## config.mk

```make
export PLATFORM = sky130hd
export DESIGN_NAME = cnm_back
export DESIGN_NICKNAME = d
export VERILOG_FILES = /design/src/sv/crossing_number_minutiae_macros.svh /design/src/sv/cnm_pkg.sv /design/src/sv/cnm_back.sv
export SDC_FILE = /design/constraint.sdc
export NUM_CORES = 1
export LEC_CHECK = 0
export BUFFER_PORTS_ARGS = -buffer_cell sky130_fd_sc_hd__buf_2
export CAP_MARGIN = 20
export CORE_MARGIN = 4
export CORE_UTILIZATION = 46
export DETAILED_ROUTE_END_ITERATION = 7
export PLACE_DENSITY = 0.84
export SYNTH_ARGS = -nofsm -noshare
export SYNTH_HDL_FRONTEND = slang
export SYNTH_SLANG_ARGS = --single-unit
```

## constraint.sdc

```tcl
create_clock -name aclk -period 4.8 [get_ports aclk]
set_input_delay 0 -clock aclk [delete_from_list [all_inputs] [get_ports aclk]]
set_output_delay 0 -clock aclk [all_outputs]
set_load 0.005 [all_outputs]
```

## src/sv/crossing_number_minutiae_macros.svh

```systemverilog
// Assertion macros used by the minutiae queue module.
// Define NO_ASSERTIONS to compile the checks out.
`ifndef CROSSING_NUMBER_MINUTIAE_MACROS_SVH
`define CROSSING_NUMBER_MINUTIAE_MACROS_SVH

`ifndef NO_ASSERTIONS
`define CNM_ASSERT_IMP(lbl, clk, rstn, ante, cons) \
    lbl: assert property (@(posedge clk) disable iff (!(rstn)) (ante) |-> (cons)) \
        else $error("cnm check failed");
`define CNM_ASSERT_NXT(lbl, clk, rstn, ante, cons) \
    lbl: assert property (@(posedge clk) disable iff (!(rstn)) (ante) |=> (cons)) \
        else $error("cnm check failed");
`else
`define CNM_ASSERT_IMP(lbl, clk, rstn, ante, cons)
`define CNM_ASSERT_NXT(lbl, clk, rstn, ante, cons)
`endif

`endif

```

## src/sv/cnm_pkg.sv

```systemverilog
// Types and constants of the crossing-number minutiae extractor.
// No dependencies; imported by every module of the block.
package cnm_pkg;

    localparam int CFG_W      = 11;
    localparam int CFG_ADDR_W = 2;
    localparam int POS_W      = 10;
    localparam int ORIENT_W   = 15;
    localparam int ANGLE_W    = 16;
    localparam int QUAL_W     = 8;
    localparam int S_DATA_W   = 24;
    localparam int M_DATA_W   = 48;

    localparam int Q_DEPTH = 4;
    localparam int Q_AW    = 2;
    localparam int Q_CW    = 3;

    localparam logic [ANGLE_W-1:0] HALF_PI_Q12     = 16'd6434;
    localparam logic [QUAL_W-1:0]  QUALITY_OUTSIDE = 8'd254;

    typedef enum logic [CFG_ADDR_W-1:0] {
        REG_IMAGE_WIDTH    = 2'd0,
        REG_IMAGE_HEIGHT   = 2'd1,
        REG_QUALITY_WIDTH  = 2'd2,
        REG_QUALITY_HEIGHT = 2'd3
    } cnm_reg_t;

    typedef struct packed {
        logic [CFG_W-1:0] image_width;
        logic [CFG_W-1:0] image_height;
        logic [CFG_W-1:0] quality_width;
        logic [CFG_W-1:0] quality_height;
    } cnm_cfg_t;

    // one classified minutia waiting in the queue
    typedef struct packed {
        logic [POS_W-1:0]    pos_x;
        logic [POS_W-1:0]    pos_y;
        logic                kind;
        logic [ORIENT_W-1:0] orientation;
        logic [QUAL_W-1:0]   quality;
        logic                outside;
    } cnm_cand_t;

    typedef struct packed {
        logic            head_valid;
        logic [Q_CW-1:0] level;
    } cnm_qstat_t;

endpackage

```

## src/sv/cnm_back.sv

```systemverilog
// Back end: angle offset, quality substitution and the result register.
// Depends on cnm_pkg.
module cnm_back (
    input  logic                               aclk,
    input  logic                               aresetn,
    input  cnm_pkg::cnm_cand_t                 head,
    input  cnm_pkg::cnm_qstat_t                qstat,
    output logic                               pop,
    output logic                               m_valid,
    input  logic                               m_ready,
    output logic [cnm_pkg::M_DATA_W-1:0]       m_data,
    output logic                               m_kind
);
    import cnm_pkg::*;

    localparam int PAD_W = M_DATA_W - 2 * POS_W - ANGLE_W - QUAL_W;

    logic                m_valid_reg;
    logic [M_DATA_W-1:0] m_data_reg;
    logic                m_kind_reg;
    logic [ANGLE_W-1:0]  angle;
    logic [QUAL_W-1:0]   quality;

    assign pop     = qstat.head_valid && (!m_valid_reg || m_ready);
    assign angle   = {head.orientation[ORIENT_W-1], head.orientation} + HALF_PI_Q12;
    assign quality = head.outside ? QUALITY_OUTSIDE : head.quality;

    always_ff @(posedge aclk) begin
        if (!aresetn) begin
            m_valid_reg <= 1'b0;
        end else if (pop) begin
            m_valid_reg <= 1'b1;
        end else if (m_ready) begin
            m_valid_reg <= 1'b0;
        end
    end

    always_ff @(posedge aclk) begin
        if (pop) begin
            m_data_reg <= {PAD_W'(0), quality, angle, head.pos_y, head.pos_x};
            m_kind_reg <= head.kind;
        end
    end

    assign m_valid = m_valid_reg;
    assign m_data  = m_data_reg;
    assign m_kind  = m_kind_reg;

endmodule

```

==> flow_metrics.tcl <==
set metrics [dict create \
    period_minus_slack_ns 1.55 \
    arrival_ns 1.61 \
    area_growth_pct 57.0 \
    diodes 0 \
    vdd_drop_max_mv 0.177 \
    r2r_setup_slack_ns 3.46 \
    routed_via_density 4.75 \
    numPortBuffers 95 \
    clockRootBuffer "clkbuf_8" \
    cts_tree "done" \
    clk_pin_slew_ns 0.08 \
    dp.cells 235 \
    cts_max_path_buffers 2 \
    power.share.switching 0.207 \
    vias 1317 \
    initial_core_util 0.497 \
    grt_max_degree 47 \
    end_kind "flop" \
    crit_chain "dlygate4sd3_1, buf_2, ha_1, nand3_1, a211oi_2, nor3_2, o21a_1" \
    startpoint "head[10]" \
    grt_pass1_vias 1473 \
    fmax_mhz 644 \
    rr_startpoint "m_valid$_SDFFE_PN0P_" \
    wl_um 4440 \
    max_stage_delay_ns 0.52 \
    report.final.setup_viol 0 \
    io_pins 103 \
    ys_ff_latch 46 \
    synth_area_mm2 0.00172 \
    wl_per_cell_um 16.0 \
    grt_overflow_total 0 \
    ys_types 22 \
    internal_power_mw 0.690 \
    postCtsSetupRepairBufs 0 \
    hp-class "in2reg" \
    drc_errors 0 \
    final_nets 283 \
    drive_above_1_share 0.498 \
    ant_nets 0 \
    finalPower_mw 0.870 \
    fillCellCount 225 \
    place.gp.congestion 0.821 \
    crit_fanout 4 \
    grt_usage 0.197 \
    dieArea_mm2 0.00479 \
    min-delay-start "head[23]" \
    combPwrFrac 0.131 \
    fp.dieW_um 69.2 \
    min_to "m_data[35]$_DFFE_PP_" \
    core_mm2 0.00347 \
    cts_sinks 46 \
    grt_pass1_wl_um 7330 \
    cts_made_buffers 5 \
    slew_viol_final 0 \
    fin_crit_sh 0.324 \
    dr.pass1.iters 6 \
    synth-edff-count 45 \
    slowest_stage "dlygate4sd3_1" \
    antenna_found_initial 0 \
    cp.required_ns 4.85 \
    drtIter0Drc 69 \
    insertion_delay_ns 0.29 \
    leakage_nw 1.14 \
    die-height_um 69.2 \
    rsz0062_at_grt "false" \
    synthArstFlopShare 0 \
    rr_endpoint "m_valid$_SDFFE_PN0P_" \
    syn_avg_cell_area_um2 18.1 \
    syn_inst 95 \
    worstRegToRegCells 3 \
    htreeDepth 2 \
    seqPwrFrac 0.551 \
    largest_register_ffs 44 \
    ys.flop_type "edfxtp_1" \
    instances_no_fill 277 \
    whs_path_depth 2 \
    hold_violations 0 \
    p_per_area_mw_per_mm2 322 \
    ys_warn_count 0 \
    clkPwrFrac 0.318 \
    setup_tns_ns 0 \
    outcome "completed" \
    p_switching_mw 0.180 \
    drv_cap 0 \
    row_count 21 \
    crit_path_start_kind "primary input" \
    path_class "in2reg" \
    skew_ns 0.00350 \
    dp_hpwl_um 2860 \
    yosysSeqAreaShare 0.795 \
]
how the worst max path moves through the flow:
stage	to	slack, ns
finish	m_data[35]$_DFFE_PP_	3.25
global route	m_data[35]$_DFFE_PP_	3.15
CTS	pop	2.79
detailed placement	m_data[33]$_DFFE_PP_	2.98
global placement	m_data[35]$_DFFE_PP_	3.07
floorplan	m_data[0]$_DFFE_PP_	1.83
layout by cell type (no fill, tap or decap):
| cell type | netlist | routed |
|---|---|---|
| a211oi_2 | 1 | 1 |
| a21oi_1 | 1 | 1 |
| a31oi_1 | 2 | 2 |
| a41oi_2 | 1 | 1 |
| buf_12 | 0 | 1 |
| buf_2 | 0 | 95 |
| bufinv_16 | 0 | 1 |
| clkbuf_1 | 0 | 1 |
| clkbuf_8 | 0 | 5 |
| clkinvlp_4 | 0 | 1 |
| conb_1 | 1 | 4 |
| dfxtp_1 | 1 | 1 |
| dlygate4sd3_1 | 0 | 33 |
| edfxtp_1 | 45 | 45 |
| ha_1 | 1 | 1 |
| inv_1 | 2 | 2 |
| nand2_1 | 3 | 3 |
| nand2b_1 | 1 | 1 |
| nand3_1 | 2 | 2 |
| nor2_1 | 2 | 2 |
| nor2b_1 | 3 | 2 |
| nor2b_4 | 0 | 1 |
| nor3_2 | 1 | 1 |
| o21a_1 | 3 | 3 |
| o21ai_1 | 1 | 1 |
| o31ai_2 | 1 | 1 |
| or2_2 | 7 | 7 |
| xnor2_1 | 9 | 9 |
| xor2_1 | 3 | 3 |
layout make-up:
class | instances | area, um2 | share of cell area
Sequential cell | 46 | 1370 | 0.507
Timing Repair Buffer | 129 | 826 | 0.305
Multi-Input combinational cell | 46 | 334 | 0.123
Clock buffer | 6 | 72.6 | 0.0268
Tap cell | 46 | 57.6 | 0.0213
Clock inverter | 2 | 37.5 | 0.0139
Inverter | 2 | 7.51 | 0.00277
Yosys cell counts (all sizes together), types with 2 or more instances:
library cell,count,area (um2)
xnor2,9,78.8
nand3,2,10.0
inv,2,7.51
nor2b,3,18.8
o21a,3,22.5
edfxtp,45,1350
a31oi,2,12.5
xor2,3,26.3
nor2,2,7.51
nand2,3,11.3
or2,7,43.8
buf,4,30.0
critical path, delay by kind of cell:
kind / cells / cell delay (ns)
AO/OA/AOI/OAI: 2 / 0.51
AND/OR/NAND/NOR: 2 / 0.26
buffers and inverters: 2 / 0.66
adder cells (fa/ha/maj): 1 / 0.19
metal layers:
metal  vias up  share of wire  global-route usage
met5         -              0                   0
met4         0          0.014              0.0651
met3         8           0.11              0.0667
met2        81           0.54               0.369
met1       617           0.33               0.205
li1        611              -                   -
power groups by stage:
stage / clock (mW) / combinational (mW) / sequential, mW
final: 0.277 / 0.114 / 0.479
after global routing: 0.299 / 0.125 / 0.482
after CTS: 0.284 / 0.110 / 0.480
after detailed placement: 0 / 0.0889 / 0.489
after global placement: 0 / 0.0845 / 0.487
after floorplan: 0 / 0.0301 / 0.493
repair_timing:
item                                   CTS  global route
hold buffers                            33             0
endpoints found under the hold margin   32             0
resized for setup                        0             0
through the flow:
| stage | instance area (um2) | utilization | hold slack (ns) | setup slack, ns |
|---|---|---|---|---|
| after floorplan | 1740 | - | 0.0989 | 1.83 |
| after global placement | 2250 | 0.648 | 0.176 | 3.07 |
| after detailed placement | 2250 | 0.648 | 0.178 | 2.98 |
| after CTS | 2690 | 0.775 | 0.00834 | 2.79 |
| after global routing | 2710 | 0.780 | 0.0288 | 3.15 |
| final | 2710 | 0.780 | 0.0197 | 3.25 |
cells by family (layout without fill, tap and decap cells):
logic type,count (synthesis),after routing,share of synthesized area
compound gates,10,10,0.0501
xor+xnor,12,12,0.0610
fa+ha+maj,1,1,0.00726
buf+inv,6,139,0.0218
flops,46,46,0.795
other cells,1,4,0.00217
simple gates,19,19,0.0624
Power figures use the tool's default switching activity.
