$ cat config.mk
export PLATFORM = sky130hd
export DESIGN_NAME = cnm_queue
export DESIGN_NICKNAME = d
export VERILOG_FILES = /design/src/sv/cnm_pkg.sv /design/src/sv/cnm_queue.sv
export VERILOG_INCLUDE_DIRS = /design/src /design/src/sv
export SDC_FILE = /design/constraint.sdc
export NUM_CORES = 1
export LEC_CHECK = 0
export BUFFER_PORTS_ARGS = -buffer_cell sky130_fd_sc_hd__buf_2
export CAP_MARGIN = 5
export CORE_MARGIN = 2
export CORE_UTILIZATION = 35
export DETAILED_ROUTE_END_ITERATION = 10
export PLACE_DENSITY = 0.54
export SYNTH_ARGS = -nofsm -noshare
export SYNTH_HDL_FRONTEND = slang
export SYNTH_SLANG_ARGS = --single-unit
export TNS_END_PERCENT = 50
$ cat constraint.sdc
create_clock -name aclk -period 2.22 [get_ports aclk]
set_input_delay 0.111 -clock aclk [delete_from_list [all_inputs] [get_ports aclk]]
set_output_delay 0.111 -clock aclk [all_outputs]
set_load 0.02 [all_outputs]
$ cat src/sv/crossing_number_minutiae_macros.svh
// Assertion macros used by the minutiae queue module.
// Define NO_ASSERTIONS to compile the checks out.
`ifndef CROSSING_NUMBER_MINUTIAE_MACROS_SVH
`define CROSSING_NUMBER_MINUTIAE_MACROS_SVH

`ifndef NO_ASSERTIONS
`define CNM_ASSERT_IMP(lbl, clk, rstn, ante, cons) \
    lbl: assert property (@(posedge clk) disable iff (!(rstn)) (ante) |-> (cons)) \
        else $error("cnm check failed");
`define CNM_ASSERT_NXT(lbl, clk, rstn, ante, cons) \
    lbl: assert property (@(posedge clk) disable iff (!(rstn)) (ante) |=> (cons)) \
        else $error("cnm check failed");
`else
`define CNM_ASSERT_IMP(lbl, clk, rstn, ante, cons)
`define CNM_ASSERT_NXT(lbl, clk, rstn, ante, cons)
`endif

`endif

$ cat src/sv/cnm_pkg.sv
// Types and constants of the crossing-number minutiae extractor.
// No dependencies; imported by every module of the block.
package cnm_pkg;

    localparam int CFG_W      = 11;
    localparam int CFG_ADDR_W = 2;
    localparam int POS_W      = 10;
    localparam int ORIENT_W   = 15;
    localparam int ANGLE_W    = 16;
    localparam int QUAL_W     = 8;
    localparam int S_DATA_W   = 24;
    localparam int M_DATA_W   = 48;

    localparam int Q_DEPTH = 4;
    localparam int Q_AW    = 2;
    localparam int Q_CW    = 3;

    localparam logic [ANGLE_W-1:0] HALF_PI_Q12     = 16'd6434;
    localparam logic [QUAL_W-1:0]  QUALITY_OUTSIDE = 8'd254;

    typedef enum logic [CFG_ADDR_W-1:0] {
        REG_IMAGE_WIDTH    = 2'd0,
        REG_IMAGE_HEIGHT   = 2'd1,
        REG_QUALITY_WIDTH  = 2'd2,
        REG_QUALITY_HEIGHT = 2'd3
    } cnm_reg_t;

    typedef struct packed {
        logic [CFG_W-1:0] image_width;
        logic [CFG_W-1:0] image_height;
        logic [CFG_W-1:0] quality_width;
        logic [CFG_W-1:0] quality_height;
    } cnm_cfg_t;

    // one classified minutia waiting in the queue
    typedef struct packed {
        logic [POS_W-1:0]    pos_x;
        logic [POS_W-1:0]    pos_y;
        logic                kind;
        logic [ORIENT_W-1:0] orientation;
        logic [QUAL_W-1:0]   quality;
        logic                outside;
    } cnm_cand_t;

    typedef struct packed {
        logic            head_valid;
        logic [Q_CW-1:0] level;
    } cnm_qstat_t;

endpackage

$ cat src/sv/cnm_queue.sv
// Short queue of classified minutiae between the front and back ends.
// Depends on cnm_pkg and the assertion macro header.
`include "crossing_number_minutiae_macros.svh"

module cnm_queue (
    input  logic                  aclk,
    input  logic                  aresetn,
    input  logic                  push,
    input  cnm_pkg::cnm_cand_t    push_data,
    input  logic                  pop,
    output cnm_pkg::cnm_cand_t    head,
    output cnm_pkg::cnm_qstat_t   qstat
);
    import cnm_pkg::*;

    cnm_cand_t       slot_reg [Q_DEPTH];
    logic [Q_AW-1:0] wr_ptr_reg, rd_ptr_reg;
    logic [Q_CW-1:0] count_reg, count_next;

    assign head             = slot_reg[rd_ptr_reg];
    assign qstat.head_valid = (count_reg != '0);
    assign qstat.level      = count_reg;

    always_comb begin
        count_next = count_reg;
        if (push && !pop) begin
            count_next = count_reg + Q_CW'(1);
        end else if (pop && !push) begin
            count_next = count_reg - Q_CW'(1);
        end
    end

    always_ff @(posedge aclk) begin
        if (push) begin
            slot_reg[wr_ptr_reg] <= push_data;
        end
    end

    always_ff @(posedge aclk) begin
        if (!aresetn) begin
            wr_ptr_reg <= '0;
            rd_ptr_reg <= '0;
            count_reg  <= '0;
        end else begin
            if (push) begin
                wr_ptr_reg <= wr_ptr_reg + Q_AW'(1);
            end
            if (pop) begin
                rd_ptr_reg <= rd_ptr_reg + Q_AW'(1);
            end
            count_reg <= count_next;
        end
    end

    `CNM_ASSERT_IMP(a_no_overflow, aclk, aresetn, push, count_reg < Q_CW'(Q_DEPTH))
    `CNM_ASSERT_IMP(a_no_underflow, aclk, aresetn, pop, count_reg != '0)
    `CNM_ASSERT_NXT(a_level_up, aclk, aresetn, push && !pop, count_reg == $past(count_reg) + Q_CW'(1))

endmodule

==> metrics.json <==
{
  "grt": {
    "initial_antenna_violation_count": 1,
    "grt_start_max_net_pins": 26,
    "grt_pass1_wl_um": 20680,
    "grt.total_usage_pct": 13.04,
    "grt_remaining_overflow": 0,
    "first_global_vias": 3659
  },
  "detailed_routing": {
    "route.antenna.remaining_nets": 0,
    "vias_post_dr": 3317,
    "finalWirelength_um": 13120,
    "detailed_route_wire_length_per_cell_um": 18.17,
    "via_per_inst": 4.594,
    "drtIter0Drc": 113,
    "drt_pass1_iterations": 6,
    "drc": 0
  },
  "final_layout": {
    "multi_input_area_mm2": 0.001281,
    "layout-drive-gt1-share_pct": 40.79,
    "flip_flop_count_of_the_largest_register_all_copies_and_words_added": 180,
    "area_growth_syn_to_layout_pct": 27.88,
    "layout.area.seq_mm2": 0.005590,
    "fillers": 1710,
    "final_net_count": 498
  },
  "setup_path": {
    "rrSetupSlack_ns": 0.66,
    "critPathSlowestCell": "mux4_2",
    "cp.required_ns": 2.11,
    "crit-reg2reg-capture": "slot_reg[3][13]",
    "worstPathBufferInverterCount": 2,
    "critical_path.startpoint_type": "flip-flop",
    "timing_worst_setup_path_type": "flip-flop to output pin",
    "critical_path.endpoint_type": "output pin",
    "regToRegStartpoint": "wr_ptr_reg[0]",
    "peak_per_stage_delay_on_the_critical_path_ns": 0.54,
    "rr_worst_depth": 3,
    "worstPathArrival_ns": 1.96,
    "worst_path_dominant_cell_family": "multiplexers",
    "worstPathMaxFanout": 13,
    "crit_path_cell_trace": "buf_4, mux4_2, buf_2"
  },
  "clocking": {
    "cts_buffer_depth": 2,
    "post_cts.repair.setup_buffers": 0,
    "cts_htree_levels": 4,
    "holdBufCountCts": 46,
    "post_cts_sizing_count": 0,
    "clk_transition_reported_paths_ns": 0.07,
    "cts-buffers-inserted": 17,
    "clkLatencyLatePin_ns": 0.41,
    "clkSinkCount": 189,
    "clock_tree.root_cell": "clkbuf_16",
    "clock_tree_from_tritoncts": "built"
  },
  "die": {
    "num_io_pins": 98,
    "design.die.area_mm2": 0.02113,
    "chipWidth_um": 145.4,
    "floorplan.core_area_mm2": 0.01953,
    "start_util_pct": 35.81,
    "die_height_um": 145.4,
    "rows": 51
  },
  "synthesis": {
    "synth-warning-count": 0,
    "synth.net_count": 332,
    "syn_inst": 277,
    "yosys.cell_types.count": 20,
    "synthesis.area_mm2": 0.006993,
    "seq_area_frac_synth_pct": 79.87,
    "postSynthAreaPerCell_um2": 25.25,
    "register_bit_total_from_synthesis": 189
  },
  "power": {
    "total_leakage_power_nw": 3.079,
    "cellPowerDensity_mw_per_mm2": 911.7,
    "ir_worst_vdd_v": 0.0004901
  },
  "place": {
    "io_buffer_count": 97,
    "finalWeightedCongestion": 0.6863,
    "detailedPlace.worstSlack_ns": 0.5523,
    "detailed_place_hpwl_um": 8125
  },
  "sta": {
    "period_needed_ns": 2.068,
    "timing_hold_violations_final": 0,
    "clk_skew_ns": 0.004805,
    "period_share_pct": 93.17,
    "finalMaxSlewViolations": 0,
    "max_clock_freq_mhz": 483.5,
    "grt_setup_unrepaired": "no",
    "final_critical_path_setup_slack_ns": 0.1515,
    "setup_viol": 0,
    "slew_headroom_pct": 68.92,
    "worst_pin_slew_ns": 0.4663,
    "totalNegativeSetupSlack_ns": 0
  },
  "outcome": {
    "run_status": "finished clean"
  },
  "hold_path": {
    "min_path_cells": 3,
    "hold_path_class": "input pin to flip-flop",
    "worst_hold_startpoint": "pop"
  },
  "flow_run": {
    "max-cap-violations": 0
  }
}
[where the power goes]
group | internal (mW) | switching (mW)
sequential | 4.09 | 0.0703
clock | 1.77 | 1.26
combinational | 0.437 | 0.518
total | 6.30 | 1.85
[per-stage QoR]
stage	utilization, %	cell area [µm²]	hold WS (ns)	power (mW)	instances
final	45.80	8942	0.07947	8.152	722
after global routing	45.78	8940	0.08234	8.489	721
after CTS	45.78	8940	0.05341	8.278	721
after detailed placement	40.38	7884	0.3282	5.152	643
after global placement	40.38	7884	0.3217	5.136	643
after floorplan	-	6993	0.2099	4.810	277
[worst min-delay path, stage by stage]
cell,delay [ns]
buf_2,0.13
xor2_1,0.08
and2_1,0.14
[kinds of logic (layout without fill, tap and decap cells)]
group,after synthesis,after routing,share of synthesized area [%]
adders and majority gates,6,6,1.181
and+or+nand+nor,14,14,1.217
DFF,189,189,79.87
muxes,47,47,15.05
AOI/OAI and AO/OA,2,2,0.1789
xor gates and xnor gates,5,5,0.6263
other,0,1,0
buffers and inverters,14,193,1.879
[layout by cell type, fill, tap and decap left out, types with 3 or more instances in the layout]
| cell type | netlist | final |
|---|---|---|
| edfxtp_1 | 180 | 180 |
| buf_2 | 4 | 97 |
| dlygate4sd3_1 | 0 | 46 |
| mux4_2 | 40 | 40 |
| clkbuf_16 | 0 | 17 |
| buf_4 | 0 | 8 |
| dfxtp_1 | 9 | 7 |
| buf_12 | 4 | 6 |
| mux4_1 | 5 | 5 |
| and2_1 | 9 | 5 |
| ha_1 | 5 | 5 |
| inv_1 | 4 | 4 |
| and2_2 | 0 | 4 |
| xor2_1 | 3 | 3 |
| inv_6 | 0 | 3 |
| bufinv_16 | 0 | 3 |
[worst max-delay path by stage]
stage | depth (start not counted) | start | end
floorplan | 3 | wr_ptr_reg[0] | slot_reg[2][0]
global placement | 3 | flip-flop | head[39]
detailed placement | 3 | flip-flop | head[39]
CTS | 3 | flip-flop | head[16]
global route | 3 | flip-flop | head[39]
finish | 3 | flip-flop | head[39]
[metal layers]
| layer | track usage [%] | up-vias | routed length [µm] | part of all wire, % |
|---|---|---|---|---|
| met5 | 0 | - | 0 | 0 |
| met4 | 4.559 | 0 | 193 | 1.5 |
| met3 | 3.417 | 15 | 479 | 3.7 |
| met2 | 22.37 | 68 | 6696 | 51 |
| met1 | 16.08 | 1731 | 5748 | 44 |
| li1 | - | 1503 | - | - |
[layout make-up]
class	count	area share [%]
antenna	1	0.02798
inverter	4	0.1679
timing repair buffer	157	12.59
clock inverter	14	1.861
tap	265	3.708
multi-input combinational	74	14.33
clock buffer	18	4.799
sequential	189	62.52
[Yosys cell counts, drive strengths merged]
cell    count  area share (%)
edfxtp    180              77
mux4       45              15
and2        9            0.81
buf         9             1.6
dfxtp       9             2.6
ha          5            0.89
inv         4            0.21
xor2        3            0.38
mux2i       2            0.29
nor2b       2            0.18
or3         2            0.18
xnor2       2            0.25
a21boi      1            0.11
clkbuf      1           0.072
fa          1            0.29
nand2       1           0.054
o21ai       1           0.072
Note: power is estimated with default switching activity, not from simulation.
